File: config.mk
export PLATFORM = sky130hd
export DESIGN_NAME = quoted_word_splitter_top
export DESIGN_NICKNAME = d
export VERILOG_FILES = /design/src/design/qws_pkg.sv /design/src/design/qws_core.sv /design/src/design/qws_fifo.sv /design/src/design/quoted_word_splitter_top.sv
export SDC_FILE = /design/constraint.sdc
export NUM_CORES = 1
export LEC_CHECK = 0
export BUFFER_PORTS_ARGS = -buffer_cell sky130_fd_sc_hd__buf_4
export CORE_ASPECT_RATIO = 0.75
export CORE_MARGIN = 2
export CORE_UTILIZATION = 35
export CTS_BUF_LIST = sky130_fd_sc_hd__clkbuf_8
export DETAILED_ROUTE_END_ITERATION = 12
export GPL_ROUTABILITY_DRIVEN = 1
export PLACE_DENSITY = 0.61
export REMOVE_ABC_BUFFERS = 1
export SLEW_MARGIN = 10
export SYNTH_ARGS = -nofsm -noshare
export SYNTH_HDL_FRONTEND = slang
export SYNTH_SLANG_ARGS = --single-unit
File: constraint.sdc
create_clock -name clk -period 5.36 [get_ports clk]
set_clock_uncertainty 0.2 [all_clocks]
set_input_delay 1.072 -clock clk [delete_from_list [all_inputs] [get_ports clk]]
set_output_delay 1.072 -clock clk [all_outputs]
set_load 0.03 [all_outputs]
File: src/design/qws_pkg.sv
// ----------------------------------------------------------------------------
// qws_pkg - shared types and helpers of the quoted word splitter
// Scan modes, result item layout and the byte-level helper functions.
// ----------------------------------------------------------------------------
package qws_pkg;

	localparam int QWS_FIFO_DEPTH = 4;

	localparam logic [7:0] CHR_QUOTE = 8'h22;
	localparam logic [7:0] CHR_BSLASH = 8'h5C;

	typedef enum logic [4:0] {
		MODE_GAP   = 5'b00001,
		MODE_WORD  = 5'b00010,
		MODE_QUOTE = 5'b00100,
		MODE_ESC   = 5'b01000,
		MODE_OCTAL = 5'b10000
	} mode_t;

	typedef struct packed {
		logic [7:0] out_byte;
		logic       has_byte;
		logic       word_last;
	} res_t;

	// results of one item, pushed into the output queue together
	typedef struct packed {
		logic [1:0] n;
		res_t       r0;
		res_t       r1;
	} push_t;

	// held byte plus results gathered so far while one item is worked on
	typedef struct packed {
		logic [7:0] held_byte;
		logic       held_valid;
		push_t      push;
	} acc_t;

	function automatic logic is_space(input logic [7:0] b);
		return (b == 8'h20) || (b == 8'h09) || (b == 8'h0A) || (b == 8'h0D) ||
			(b == 8'h0B) || (b == 8'h0C);
	endfunction

	function automatic logic is_digit(input logic [7:0] b);
		return (b >= 8'h30) && (b <= 8'h39);
	endfunction

	function automatic logic [7:0] escape_code(input logic [7:0] b);
		logic [7:0] v;
		unique case (b)
			8'h61: v = 8'h07;  // a
			8'h62: v = 8'h08;  // b
			8'h66: v = 8'h0C;  // f
			8'h6E: v = 8'h0A;  // n
			8'h72: v = 8'h0D;  // r
			8'h74: v = 8'h09;  // t
			8'h76: v = 8'h0B;  // v
			default: v = b;
		endcase
		return v;
	endfunction

	function automatic acc_t put_res(input acc_t a, input res_t r);
		acc_t o;
		o = a;
		if (a.push.n == 2'd0) begin
			o.push.r0 = r;
			o.push.n = 2'd1;
		end else begin
			o.push.r1 = r;
			o.push.n = 2'd2;
		end
		return o;
	endfunction

	// the previous byte goes out, the new one is held back
	function automatic acc_t add_byte(input acc_t a, input logic [7:0] b);
		acc_t o;
		res_t r;
		o = a;
		r.out_byte = a.held_byte;
		r.has_byte = 1'b1;
		r.word_last = 1'b0;
		if (a.held_valid) begin
			o = put_res(a, r);
		end
		o.held_byte = b;
		o.held_valid = 1'b1;
		return o;
	endfunction

	function automatic acc_t end_word(input acc_t a);
		acc_t o;
		res_t r;
		r.out_byte = a.held_valid ? a.held_byte : 8'h00;
		r.has_byte = a.held_valid;
		r.word_last = 1'b1;
		o = put_res(a, r);
		o.held_byte = 8'h00;
		o.held_valid = 1'b0;
		return o;
	endfunction

endpackage

File: src/design/qws_core.sv
// ----------------------------------------------------------------------------
// qws_core - scan state and result generation
// Updates the scan state for one item and gives the zero to two results.
// ----------------------------------------------------------------------------
module qws_core (
	input  logic          clk,
	input  logic          arst_n,
	input  logic          fire,
	input  logic          op,
	input  logic [7:0]    in_byte,
	output qws_pkg::push_t push
);
	import qws_pkg::*;

	mode_t      mode_q, mode_d;
	logic [7:0] held_byte_q;
	logic       held_valid_q;
	logic [7:0] octal_value_q, octal_value_d;
	logic [1:0] octal_digits_q, octal_digits_d;
	acc_t       acc_d;

	always_comb begin
		mode_t      m;
		acc_t       a;
		logic [7:0] ov;
		logic [1:0] od;
		logic       done;
		logic [7:0] ev;

		unique case (mode_q)
			MODE_GAP, MODE_WORD, MODE_QUOTE, MODE_ESC, MODE_OCTAL: m = mode_q;
			default: m = MODE_GAP;
		endcase
		a.held_byte = held_byte_q;
		a.held_valid = held_valid_q;
		a.push = '0;
		ov = octal_value_q;
		od = octal_digits_q;
		done = 1'b0;
		ev = escape_code(in_byte);

		if (op) begin
			if (m == MODE_OCTAL) begin
				if (ov != 8'h00) a = add_byte(a, ov);
				ov = 8'h00;
				od = 2'd0;
				m = MODE_QUOTE;
			end
			if (m != MODE_GAP) begin
				a = end_word(a);
				m = MODE_GAP;
			end
			done = 1'b1;
		end else if (m == MODE_OCTAL) begin
			if (is_digit(in_byte) && od != 2'd3) begin
				ov = {ov[4:0], 3'b000} + {4'h0, in_byte[3:0]};
				od = od + 2'd1;
				done = 1'b1;
				// third digit closes the escape
				if (od == 2'd3) begin
					if (ov != 8'h00) a = add_byte(a, ov);
					ov = 8'h00;
					od = 2'd0;
					m = MODE_QUOTE;
				end
			end else begin
				if (ov != 8'h00) a = add_byte(a, ov);
				ov = 8'h00;
				od = 2'd0;
				m = MODE_QUOTE;
			end
		end

		if (!done && m == MODE_GAP) begin
			if (is_space(in_byte)) done = 1'b1;
			else m = MODE_WORD;
		end

		if (!done) begin
			unique case (m)
				MODE_WORD: begin
					if (is_space(in_byte)) begin
						a = end_word(a);
						m = MODE_GAP;
					end else if (in_byte == CHR_QUOTE) begin
						m = MODE_QUOTE;
					end else begin
						a = add_byte(a, in_byte);
					end
				end
				MODE_QUOTE: begin
					if (in_byte == CHR_QUOTE) m = MODE_WORD;
					else if (in_byte == CHR_BSLASH) m = MODE_ESC;
					else a = add_byte(a, in_byte);
				end
				MODE_ESC: begin
					if (is_digit(in_byte)) begin
						ov = {4'h0, in_byte[3:0]};
						od = 2'd1;
						m = MODE_OCTAL;
					end else begin
						if (ev != 8'h00) a = add_byte(a, ev);
						m = MODE_QUOTE;
					end
				end
				default: begin
				end
			endcase
		end

		mode_d = m;
		acc_d = a;
		octal_value_d = ov;
		octal_digits_d = od;
	end

	always_ff @(posedge clk or negedge arst_n) begin
		if (!arst_n) begin
			mode_q <= MODE_GAP;
			held_byte_q <= 8'h00;
			held_valid_q <= 1'b0;
			octal_value_q <= 8'h00;
			octal_digits_q <= 2'd0;
		end else if (fire) begin
			mode_q <= mode_d;
			held_byte_q <= acc_d.held_byte;
			held_valid_q <= acc_d.held_valid;
			octal_value_q <= octal_value_d;
			octal_digits_q <= octal_digits_d;
		end
	end

	assign push = acc_d.push;

	// two results are always a plain byte first
	assert property (@(posedge clk) disable iff (!arst_n)
		fire && push.n == 2'd2 |-> push.r0.has_byte && !push.r0.word_last)
		else $error("qws_core: first of two results is not a plain byte");

	// a byte is only held back inside a word
	assert property (@(posedge clk) disable iff (!arst_n)
		held_valid_q |-> mode_q != MODE_GAP)
		else $error("qws_core: held byte left between words");

endmodule

File: src/design/qws_fifo.sv
// ----------------------------------------------------------------------------
// qws_fifo - output queue of result items
// Takes up to two results per cycle, hands out one per handshake.
// ----------------------------------------------------------------------------
module qws_fifo #(
	parameter int DEPTH = qws_pkg::QWS_FIFO_DEPTH  // power of two, at least 2
) (
	input  logic           clk,
	input  logic           arst_n,
	input  logic           push_en,
	input  qws_pkg::push_t push,
	output logic           room,
	output logic           out_valid,
	input  logic           out_ready,
	output qws_pkg::res_t  head
);
	import qws_pkg::*;

	localparam int PTR_W = $clog2(DEPTH);
	localparam int CNT_W = $clog2(DEPTH + 1);

	res_t             mem_q [DEPTH];
	logic [PTR_W-1:0] wr_ptr_q, rd_ptr_q;
	logic [CNT_W-1:0] count_q;
	logic [1:0]       push_n;
	logic             pop;

	assign push_n = push_en ? push.n : 2'd0;
	assign pop = out_valid && out_ready;
	assign out_valid = count_q != '0;
	assign head = mem_q[rd_ptr_q];
	// room for the worst case of two results
	assign room = count_q <= CNT_W'(DEPTH - 2);

	always_ff @(posedge clk) begin
		if (push_n != 2'd0) mem_q[wr_ptr_q] <= push.r0;
		if (push_n == 2'd2) mem_q[wr_ptr_q + PTR_W'(1)] <= push.r1;
	end

	always_ff @(posedge clk or negedge arst_n) begin
		if (!arst_n) begin
			wr_ptr_q <= '0;
			rd_ptr_q <= '0;
			count_q <= '0;
		end else begin
			wr_ptr_q <= wr_ptr_q + PTR_W'(push_n);
			if (pop) rd_ptr_q <= rd_ptr_q + PTR_W'(1);
			count_q <= count_q + CNT_W'(push_n) - CNT_W'(pop);
		end
	end

	assert property (@(posedge clk) disable iff (!arst_n)
		count_q <= CNT_W'(DEPTH))
		else $error("qws_fifo: count beyond depth");

	assert property (@(posedge clk) disable iff (!arst_n)
		pop && push_n == 2'd0 |=> count_q == $past(count_q) - CNT_W'(1))
		else $error("qws_fifo: count not lowered after a pop");

endmodule

File: src/design/quoted_word_splitter_top.sv
// ----------------------------------------------------------------------------
// quoted_word_splitter_top - shell-style word splitter with C escapes
// Splits a byte stream into words and emits the word bytes.
// ----------------------------------------------------------------------------
// Input channel s_axis: one text byte per item in tdata; tuser is the item
// kind, 0 for a text byte and 1 for end of text, which closes an open word.
// Output channel m_axis: one word byte per item in tdata, tuser high when
// the item carries a byte (low only for the single item of an empty word),
// tlast high on the item that ends a word.
// Each input item is taken into an input register and worked on there; its
// results are written into a small output queue, from which m_axis is
// driven. The core only works on an item while the queue has room.
// An input item gives zero, one or two results. Input items are taken in
// every cycle while the queue holds at most DEPTH-2 results; the sustained
// rate is then set by the output side at one result per cycle.
// When the receiver stalls, the queue fills and s_axis_tready falls; nothing
// is lost. Reset clears the scan state (between words, nothing held) and
// empties the queue.
// ----------------------------------------------------------------------------
module quoted_word_splitter_top #(
	parameter int FIFO_DEPTH = qws_pkg::QWS_FIFO_DEPTH
) (
	input  logic       clk,
	input  logic       arst_n,
	input  logic       s_axis_tvalid,
	output logic       s_axis_tready,
	input  logic [7:0] s_axis_tdata,   // [7:0] in_byte
	input  logic       s_axis_tuser,   // [0] op
	output logic       m_axis_tvalid,
	input  logic       m_axis_tready,
	output logic [7:0] m_axis_tdata,   // [7:0] out_byte
	output logic       m_axis_tuser,   // [0] has_byte
	output logic       m_axis_tlast
);
	import qws_pkg::*;

	logic       valid_s1;
	logic       op_s1;
	logic [7:0] byte_s1;
	logic       room;
	logic       fire;
	push_t      push;
	res_t       head;

	assign fire = valid_s1 && room;
	assign s_axis_tready = !valid_s1 || room;

	always_ff @(posedge clk or negedge arst_n) begin
		if (!arst_n) begin
			valid_s1 <= 1'b0;
		end else if (s_axis_tready) begin
			valid_s1 <= s_axis_tvalid;
		end
	end

	always_ff @(posedge clk) begin
		if (s_axis_tready && s_axis_tvalid) begin
			op_s1 <= s_axis_tuser;
			byte_s1 <= s_axis_tdata;
		end
	end

	qws_core u_core (
		.clk     (clk),
		.arst_n  (arst_n),
		.fire    (fire),
		.op      (op_s1),
		.in_byte (byte_s1),
		.push    (push)
	);

	qws_fifo #(
		.DEPTH (FIFO_DEPTH)
	) u_fifo (
		.clk       (clk),
		.arst_n    (arst_n),
		.push_en   (fire),
		.push      (push),
		.room      (room),
		.out_valid (m_axis_tvalid),
		.out_ready (m_axis_tready),
		.head      (head)
	);

	assign m_axis_tdata = head.out_byte;
	assign m_axis_tuser = head.has_byte;
	assign m_axis_tlast = head.word_last;

endmodule

==> Yosys cells after proc, flatten, opt, wreduce, memory -nomap -nowiden <==
Memory sizes are Yosys's and may differ from the RTL's.
Index checks and enable logic that the tools add are counted.
{ "totals": {"regBits": 41, "ram_bits": 40, "n_memories": 1} }
{ "classes": {"addsub": 7, "magnitude_cmp": 3, "n_eq_ne": 29, "muxes": 73, "n_reduce_logical": 22} }
{ "mem_list": {"columns": ["memory", "words", "width", "read_ports", "rd_clocked_by_memory_dff", "wr", "line_no", "source"], "rows": [
  ["u_fifo.mem_q", 4, 10, 1, 0, 2, "qws_fifo.sv:22", "res_t mem_q [DEPTH];"]
]} }
{ "ops": {"columns": ["op", "n"], "rows": [
  ["two-way mux 31 bit", 16],
  ["one-hot mux 31 bit (3 select lines)", 1],
  ["two-way mux 5 bit", 16],
  ["two-way mux 8 bit", 10],
  ["equality test 8 x 7 -> 1 bit, second input constant", 8],
  ["two-way mux 10 bit", 6],
  ["one-hot mux 8 bit (7 select lines)", 1],
  ["equality test 8 x 4 -> 1 bit, second input constant", 5],
  ["nonzero test 8 bit", 3],
  ["two-way mux 2 bit", 11],
  ["two-way mux 22 bit", 1],
  ["two-way mux 21 bit", 1],
  ["equality test 8 x 6 -> 1 bit, second input constant", 2],
  ["one-hot mux 5 bit (3 select lines)", 1],
  ["equality test 5 x 1 -> 1 bit, second input constant", 2],
  ["equality test 5 x 2 -> 1 bit, second input constant", 2],
  ["equality test 5 x 3 -> 1 bit, second input constant", 2],
  ["equality test 5 x 4 -> 1 bit, second input constant", 2],
  ["equality test 5 bit, second input constant", 2],
  ["two-way mux 1 bit", 9],
  ["adder 8 x 4 -> 8 bit", 1],
  ["greater-or-equal comparator 8 x 6 -> 1 bit, second input constant", 1],
  ["less-or-equal comparator 8 x 6 -> 1 bit, second input constant", 1],
  ["adder 2 x 1 -> 2 bit, second input constant", 3],
  ["14 further kinds", 27]
]} }

==> Logic depth before layout (Yosys ltp) <==
Gate-level depths: netlist (run 1).
{ "logic_depth": {"depth_word": 21, "depth_mapped": 18} }

==> By module <==
A second synthesis (run 1) with hierarchy kept.
{ "hier_totals": {"hier_cells": 644, "area_unflattened_um2": 6257.3} }
{ "by_module_without_submodules": {"columns": ["mod", "instances", "cells_each", "area_per_inst_um2", "seq_area_each_um2"], "rows": [
  ["qws_core", 1, 487, 3479.6, 601.8],
  ["qws_fifo", 1, 143, 2447.3, 1376.3],
  ["quoted_word_splitter_top", 1, 14, 330.3, 295.3]
]} }

==> Least setup slack after synthesis (run 1) <==
OpenSTA, ideal clock, no wires.
{ "synth_timing": {"path_type": "register -> register", "from": "register u_core.mode_q[3]", "to": "register u_fifo.count_q[2]", "setup_ps": 123, "t_arrival_ps": 3868, "required_ps": 5037, "path_slack_ps": 1169, "path_stages_with_launch": 17, "n_path_buf": 1, "period_less_slack_ps": 4191, "cell_sequence": "dfrtp_1 or4b_4 and2_1 a221o_1 inv_2 ha_1 nand2_1 o21ai_1 a211oi_2 o211ai_2 buf_6 a21oi_2 inv_1 ha_1 fa_1 xor2_1 xnor2_1"} }
{ "synth_between": {"elab_chain_len": 20, "word_cells_on_any_way": 49} }
{ "synth_lines": {"columns": ["item", "line_no", "source"], "rows": [
  ["start, declared", "qws_core.sv:15", "mode_t mode_q, mode_d;"],
  ["start signal, assigned", "qws_core.sv:125", "mode_q <= mode_d;"],
  ["equality test 5 x 1 -> 1 bit, or another cell as far along", "qws_core.sv:30", "unique case (mode_q)"],
  ["OR reduction 5 bit", "qws_core.sv:30", null],
  ["two-way mux 5 bit (*)", "qws_core.sv:30", null],
  ["parallel branches: the longest is 13 deep, another holds one-hot mux 31 bit (3 select lines)", null, null],
  ["two-way mux 31 bit (*)", "qws_core.sv:79", "if (!done) begin"],
  ["two-way mux 2 bit (*)", "qws_fifo.sv:28", "assign push_n = push_en ? push.n : 2'd0;"],
  ["adder 3 x 2 -> 3 bit (*)", "qws_fifo.sv:48", "count_q <= count_q + CNT_W'(push_n) - CNT_W'(pop);"],
  ["subtractor 3 x 1 -> 3 bit (*)", "qws_fifo.sv:48", null],
  ["end signal, assigned", "qws_fifo.sv:48", null],
  ["end, declared", "qws_fifo.sv:24", "logic [CNT_W-1:0] count_q;"]
]} }
Mark *: on every way between the ends. The select of a mux whose other input is x is not followed.
A chain may end at the register's enable or synchronous reset.

==> results of run 1 <==
[metrics by stage]
| step | util [%] | total power [mW] | instance area, um^2 |
|---|---|---|---|
| after global routing | 39.0 | 3.33 | 6530 |
| after floorplan | - | 2.09 | 5770 |
| after CTS | 39.0 | 3.13 | 6530 |
| after detailed placement | 37.7 | 2.61 | 6310 |
| final | 39.0 | 3.15 | 6530 |
| after global placement | 37.7 | 2.60 | 6310 |
[cell type report]
cell class | count | area [um^2]
fill | 1703 | 10200
inverter | 20 | 77.6
multi-input combinational | 476 | 3420
sequential | 81 | 2270
clock buffer | 9 | 124
timing repair buffer | 36 | 270
tap | 215 | 269
clock inverter | 7 | 92.6
[worst paths after layout]
kind	startpoint	slack, ns	cells after the start	end
worst max-delay path	u_core.mode_q[3]$_DFFE_PN0P_	0.36	13	u_fifo.mem_q[0][3]$_DFFE_PP_
worst min-delay path	u_fifo.count_q[2]$_DFF_PN0_	0.34	1	u_fifo.count_q[2]$_DFF_PN0_
worst max register to register	u_core.mode_q[3]$_DFFE_PN0P_	0.36	13	u_fifo.mem_q[0][3]$_DFFE_PP_
worst min register to register	u_fifo.count_q[2]$_DFF_PN0_	0.34	1	u_fifo.count_q[2]$_DFF_PN0_
max in group asynchronous	arst_n	4.17	1	u_core.mode_q[0]$_DFFE_PN1P_
min in group asynchronous	arst_n	0.45	1	u_core.mode_q[4]$_DFFE_PN0P_
[sequential cells by signal, indices dropped and copies added (netlist names)]
name and flops:
u_fifo.mem_q 40, byte_s1 8, u_core.held_byte_q 8, u_core.octal_value_q 8
u_core.mode_q 5, u_fifo.count_q 3, u_core.octal_digits_q 2, u_fifo.rd_ptr_q 2
u_fifo.wr_ptr_q 2, op_s1 1, u_core.held_valid_q 1, valid_s1 1
[layer usage]
metal	vias to the layer above	GRT usage (%)	routed length, um
met5	-	0	0
met4	0	6.11	397
met2	289	31.4	7820
li1	2396	-	-
met1	2647	31.9	9080
met3	32	4.97	1770
[kinds of logic after synthesis]
family / after synthesis
muxes: 41
DFF: 81
AOI/OAI and AO/OA: 216
and+or+nand+nor: 197
buffers and inverters: 57
adders and majority gates: 9
xor gates and xnor gates: 13
[cells in the final DEF, fill, tap and decap left out, types with 4 or more instances in the layout]
cell type / netlist / final
a211o_1: 6 / 6
a211oi_1: 5 / 5
a21o_1: 7 / 7
a21oi_1: 54 / 54
a221oi_1: 7 / 7
a22o_1: 6 / 6
a22oi_1: 9 / 9
a31oi_1: 14 / 14
and2_1: 7 / 7
and3_1: 5 / 5
buf_4: 2 / 36
clkbuf_8: 0 / 9
dfrtp_1: 31 / 31
edfxtp_1: 49 / 49
ha_1: 8 / 8
inv_1: 17 / 18
mux2i_1: 30 / 30
mux4_2: 10 / 10
nand2_1: 44 / 44
nand2b_1: 8 / 8
nand3_1: 15 / 15
nand4_1: 5 / 5
nor2_1: 53 / 53
nor3_1: 15 / 15
nor4_1: 7 / 7
o211ai_1: 4 / 4
o21ai_0: 31 / 31
o21ai_1: 8 / 8
o22ai_1: 7 / 7
xnor2_1: 10 / 10
[power groups by stage]
stage          Clock (mW)  Sequential, mW  Combinational [mW]
2_1_floorplan           0            1.00                1.09
3_3_place_gp            0            1.07                1.53
3_5_place_dp            0            1.08                1.53
4_1_cts             0.522            1.06                1.54
5_1_grt             0.546            1.09                1.69
6_report            0.515            1.07                1.56
[critical path: stages (launching register included)]
cell and delay, ns:
dfrtp_1 0.46, or3b_1 0.62, and2_1 0.23, a221o_1 0.44, inv_2 0.19, ha_1 0.26
nand2_1 0.07, o21ai_1 0.14, a211oi_2 0.38, o211ai_2 0.41, a21oi_2 0.34, inv_1 0.13
or2_1 0.25, o211ai_1 0.50
==> results.sh, run 1 <==
export IMPL_vias_per_cell=6.36
export IMPL_initial_core_util_pct=35.6
export IMPL_synth_enable_flop_cells=49
export IMPL_instances_no_fill=844
export IMPL_synth_top_family_by_area="compound AO/OA/AOI/OAI gates"
export IMPL_clock_latency_ns=0.37
export IMPL_clockBufferDepth=2
export IMPL_hp_class="reg -> reg"
export IMPL_async_reset_ff_share_pct=39.5
export IMPL_synth_largest_area_cell="edfxtp_1"
export IMPL_syn_cell_area_um2=5950
export IMPL_tightest_slew_ns=1.15
export IMPL_ant_nets=0
export IMPL_synthMuxAreaShare_pct=9.01
export IMPL_synth_common_cells="54 x a21oi_1, 53 x nor2_1, 49 x edfxtp_1"
export IMPL_cts_sink_count=81
export IMPL_grt_pass1_vias=5062
export IMPL_p_clk_share_pct=16.4
export IMPL_ioPinCount=25
export IMPL_num_nets_final=646
export IMPL_grt_pass1_wl_mm=29.6
export IMPL_drt_wl_total_mm=19.1
export IMPL_vias=5364
export IMPL_seq_area_frac_synth_pct=38.2
export IMPL_drv_slew=0
export IMPL_cts_buffers=9
export IMPL_fin_setup_tns_ns=0
export IMPL_hold_viol=0
export IMPL_switching_power_mw=1.45
export IMPL_area_delta_synth_final_pct=9.62
export IMPL_hold_slack_ns=0.336
export IMPL_root_buffer="clkbuf_8"
export IMPL_drtPass1Iterations=5
export IMPL_die_w_um=155
export IMPL_required_ns=5.14
export IMPL_synth_cells=614
export IMPL_max_freq_ghz=0.200
export IMPL_slew_headroom_pct=23.0
export IMPL_dieHeight_um=117
export IMPL_cp_start_kind="register"
export IMPL_timing_final_crit_share_pct=93.4
export IMPL_hpwl_mm=14.3
export IMPL_die_area_um2=18100
export IMPL_drc=0
export IMPL_setup_viol=0
export IMPL_crit_arrival_ns=4.78
export IMPL_antenna_cells=0
export IMPL_ctsResizeCount=0
export IMPL_avgRoutedWirePerCell_um=22.6
export IMPL_switching_share_pct=46.1
export IMPL_p_int_mw=1.70
export IMPL_detailedPlace_worstSlack_ns=0.400
export IMPL_status="finished clean"
export IMPL_ir_drop_mv=0.306
export IMPL_synth_compound_area_share_pct=26.8
export IMPL_overflow=0
export IMPL_worstSetupPathType="reg -> reg"
export IMPL_avgSynthCellArea_um2=9.70
export IMPL_yosysUniqueCellTypes=100
export IMPL_cts_tree="built"
export IMPL_endpoint_kind="register"
export IMPL_synthSimpleGateAreaFrac_pct=17.7
export IMPL_drive_gt1_share_pct=16.2
export IMPL_period_minus_slack_ns=5.00
export IMPL_grt_use_total_pct=21.5
export IMPL_crit_path_max_fanout=11
export IMPL_core_region_area_um2=16700
export IMPL_synth_xor_area_share_pct=1.91
export IMPL_io_buffer_count=24
export IMPL_setup_slack_ns=0.356
export IMPL_netlist_top_cells_area="edfxtp_1 25%, dfrtp_1 13%, mux2i_1 5.0%"
export IMPL_grt_max_degree=33
export IMPL_power_frac_comb_pct=49.6
export IMPL_synth_ff_type="edfxtp_1"
export IMPL_rows=41
export IMPL_ctsHoldBuffers=0
export IMPL_yosysWarnings=0
export IMPL_p_leak_nw=2.34
export IMPL_drt_initial_drc_count=743
export IMPL_cap_viol_max_count=0
export IMPL_netlist_area_leader_share_pct=24.7
export IMPL_power_density_nw_per_um2=482
export IMPL_cts_clk_slew_worst_paths_ns=0.09
export IMPL_synth_most_common_cell="a21oi_1"
export IMPL_cts_max_level=3
export IMPL_seq_power_share_pct=34.1
export IMPL_synth_seq_cells=81
export IMPL_cts_setup_buffers=0
export IMPL_synthAdderAreaFrac_pct=2.02
export IMPL_antenna_found_initial=0
export IMPL_gp_congestion=0.994
export IMPL_dp_cells=828
export IMPL_rsz0062_at_grt="no"
Note: power is estimated with default switching activity, not from simulation.
==> run 2, diff against run 1 <==
Settings changed: CORE_MARGIN 2 to 1.
Clock period 5.36 ns to 5.7 ns, I/O delays scaled along.
==> results.sh, run 2 (synthesized netlist as in run 1, its figures left out) <==
export IMPL_die_w_um=153
export IMPL_ctsResizeCount=0
export IMPL_root_buffer="clkbuf_8"
export IMPL_layout_commonest_cell="a21oi_1"
export IMPL_fin_util_pct=39.8
export IMPL_grt_use_total_pct=22.3
export IMPL_regMostFlops="u_fifo.mem_q"
export IMPL_ir_drop_mv=0.300
export IMPL_max_freq_ghz=0.204
export IMPL_grt_pass1_vias=5060
export IMPL_cp_start_kind="register"
export IMPL_area_delta_synth_final_pct=9.14
export IMPL_rsz0062_at_grt="no"
export IMPL_grt_pass1_wl_mm=29.4
export IMPL_drc=0
export IMPL_die_area_um2=17500
export IMPL_cts_tree="built"
export IMPL_final_cell_mix="54 x a21oi_1, 53 x nor2_1, 49 x edfxtp_1"
export IMPL_slowest_delay_ns=0.62
export IMPL_drive_gt1_share_pct=15.7
export IMPL_hpwl_mm=14.2
export IMPL_crit_path_max_fanout=11
export IMPL_antenna_found_initial=0
export IMPL_drt_initial_drc_count=719
export IMPL_power_density_nw_per_um2=453
export IMPL_p_leak_nw=2.31
export IMPL_grt_use_met2_pct=32.8
export IMPL_period_minus_slack_ns=4.89
export IMPL_power_mw=2.94
export IMPL_num_nets_final=643
export IMPL_avgRoutedWirePerCell_um=22.7
export IMPL_cts_clk_slew_worst_paths_ns=0.09
export IMPL_gr_usage_met3_pct=5.80
export IMPL_initial_core_util_pct=36.5
export IMPL_ctsHoldBuffers=0
export IMPL_largest_reg_flops=40
export IMPL_ant_nets=0
export IMPL_vias=5414
export IMPL_hold_viol=0
export IMPL_ioPinCount=25
export IMPL_fillers=1623
export IMPL_setup_viol=0
export IMPL_core_region_area_um2=16300
export IMPL_slew_headroom_pct=24.6
export IMPL_overflow=0
export IMPL_worstSetupPathType="reg -> reg"
export IMPL_io_buffer_count=24
export IMPL_gr_usage_met1_pct=32.1
export IMPL_drv_slew=0
export IMPL_timing_final_crit_share_pct=85.8
export IMPL_vias_per_cell=6.48
export IMPL_drtPass1Iterations=6
export IMPL_required_ns=5.51
export IMPL_cp_slowest_cell="or3b_1"
export IMPL_endpoint_kind="register"
export IMPL_tightest_slew_ns=1.13
export IMPL_cts_sink_count=81
export IMPL_grt_max_degree=33
export IMPL_hp_class="reg -> reg"
export IMPL_crit_arrival_ns=4.70
export IMPL_cts_buffers=9
export IMPL_grt_busiest_layer="met2"
export IMPL_cts_max_level=3
export IMPL_antenna_cells=0
export IMPL_worstPathCellList="or3b_1, and2_1, a221o_1, inv_2, ha_1, nand2_1, o21ai_1, a211oi_2, o211ai_2, a21oi_2, inv_1, or2_1, o211ai_1"
export IMPL_clock_latency_ns=0.39
export IMPL_gp_congestion=0.962
export IMPL_drt_wl_total_mm=18.9
export IMPL_cts_setup_buffers=0
export IMPL_status="finished clean"
export IMPL_dieHeight_um=115
export IMPL_cap_viol_max_count=0
export IMPL_clockBufferDepth=2
export IMPL_rows=40
export IMPL_fin_setup_tns_ns=0
==> run 2: cell types whose count changed in the layout (fill, tap and decap cells not counted) <==
cell / before / now
clkinv_1: 0 / 2
inv_1: 18 / 17
clkinv_2: 1 / 0
inv_4: 2 / 1
clkinvlp_4: 0 / 1
buf_4: 36 / 33
==> run 2: routing by layer <==
| layer | share of wire, % | up-vias |
|---|---|---|
| li1 | - | 2391 |
| met1 | 47 | 2688 |
| met4 | 1.9 | 0 |
| met2 | 41 | 294 |
| met5 | 0 | - |
| met3 | 9.6 | 41 |
==> run 2: worst paths after layout <==
path	cells past startpoint	to	startpoint	slack (ns)
min in group asynchronous	1	u_core.octal_value_q[6]$_DFFE_PN0P_	arst_n	0.48
worst max-delay path	13	u_fifo.mem_q[0][2]$_DFFE_PP_	u_core.mode_q[3]$_DFFE_PN0P_	0.81
worst min-delay path	1	u_fifo.count_q[2]$_DFF_PN0_	u_fifo.count_q[2]$_DFF_PN0_	0.31
worst min register to register	1	u_fifo.count_q[2]$_DFF_PN0_	u_fifo.count_q[2]$_DFF_PN0_	0.31
worst max register to register	13	u_fifo.mem_q[0][2]$_DFFE_PP_	u_core.mode_q[3]$_DFFE_PN0P_	0.81
max in group asynchronous	1	u_fifo.rd_ptr_q[0]$_DFFE_PN0P_	arst_n	4.47
==> run 2: area by class of cell <==
class,count,area [um^2],share of cell area [%]
well taps,210,263,4.04
multi-input cells,476,3420,52.6
clock buffers,9,124,1.91
inverters,20,77.6,1.19
flip-flops and latches,81,2270,35.0
repair buffers,33,248,3.81
clock inverters,7,92.6,1.42
==> run 2: through the flow <==
step	instance area (um^2)	instances	hold WS, ns	worst slack [ns]
floorplan	5770	577	0.262	1.36
global placement	6280	820	0.287	1.08
detailed placement	6280	820	0.296	0.897
CTS	6500	836	0.308	0.863
global route	6500	836	0.355	0.563
finish	6500	836	0.306	0.808
==> run 2: critical path, delay by kind of cell, from the launching register on <==
family | cells | cell delay, ns
adder cells (fa/ha/maj) | 1 | 0.26
AO/OA/AOI/OAI | 6 | 2.11
AND/OR/NAND/NOR | 4 | 1.16
flip-flops | 1 | 0.47
buffers and inverters | 2 | 0.29
==> run 2: where the power goes <==
part	internal (mW)	switching (mW)	total, mW
Sequential	0.794	0.224	1.02
Combinational	0.552	0.893	1.44
Clock	0.247	0.235	0.482
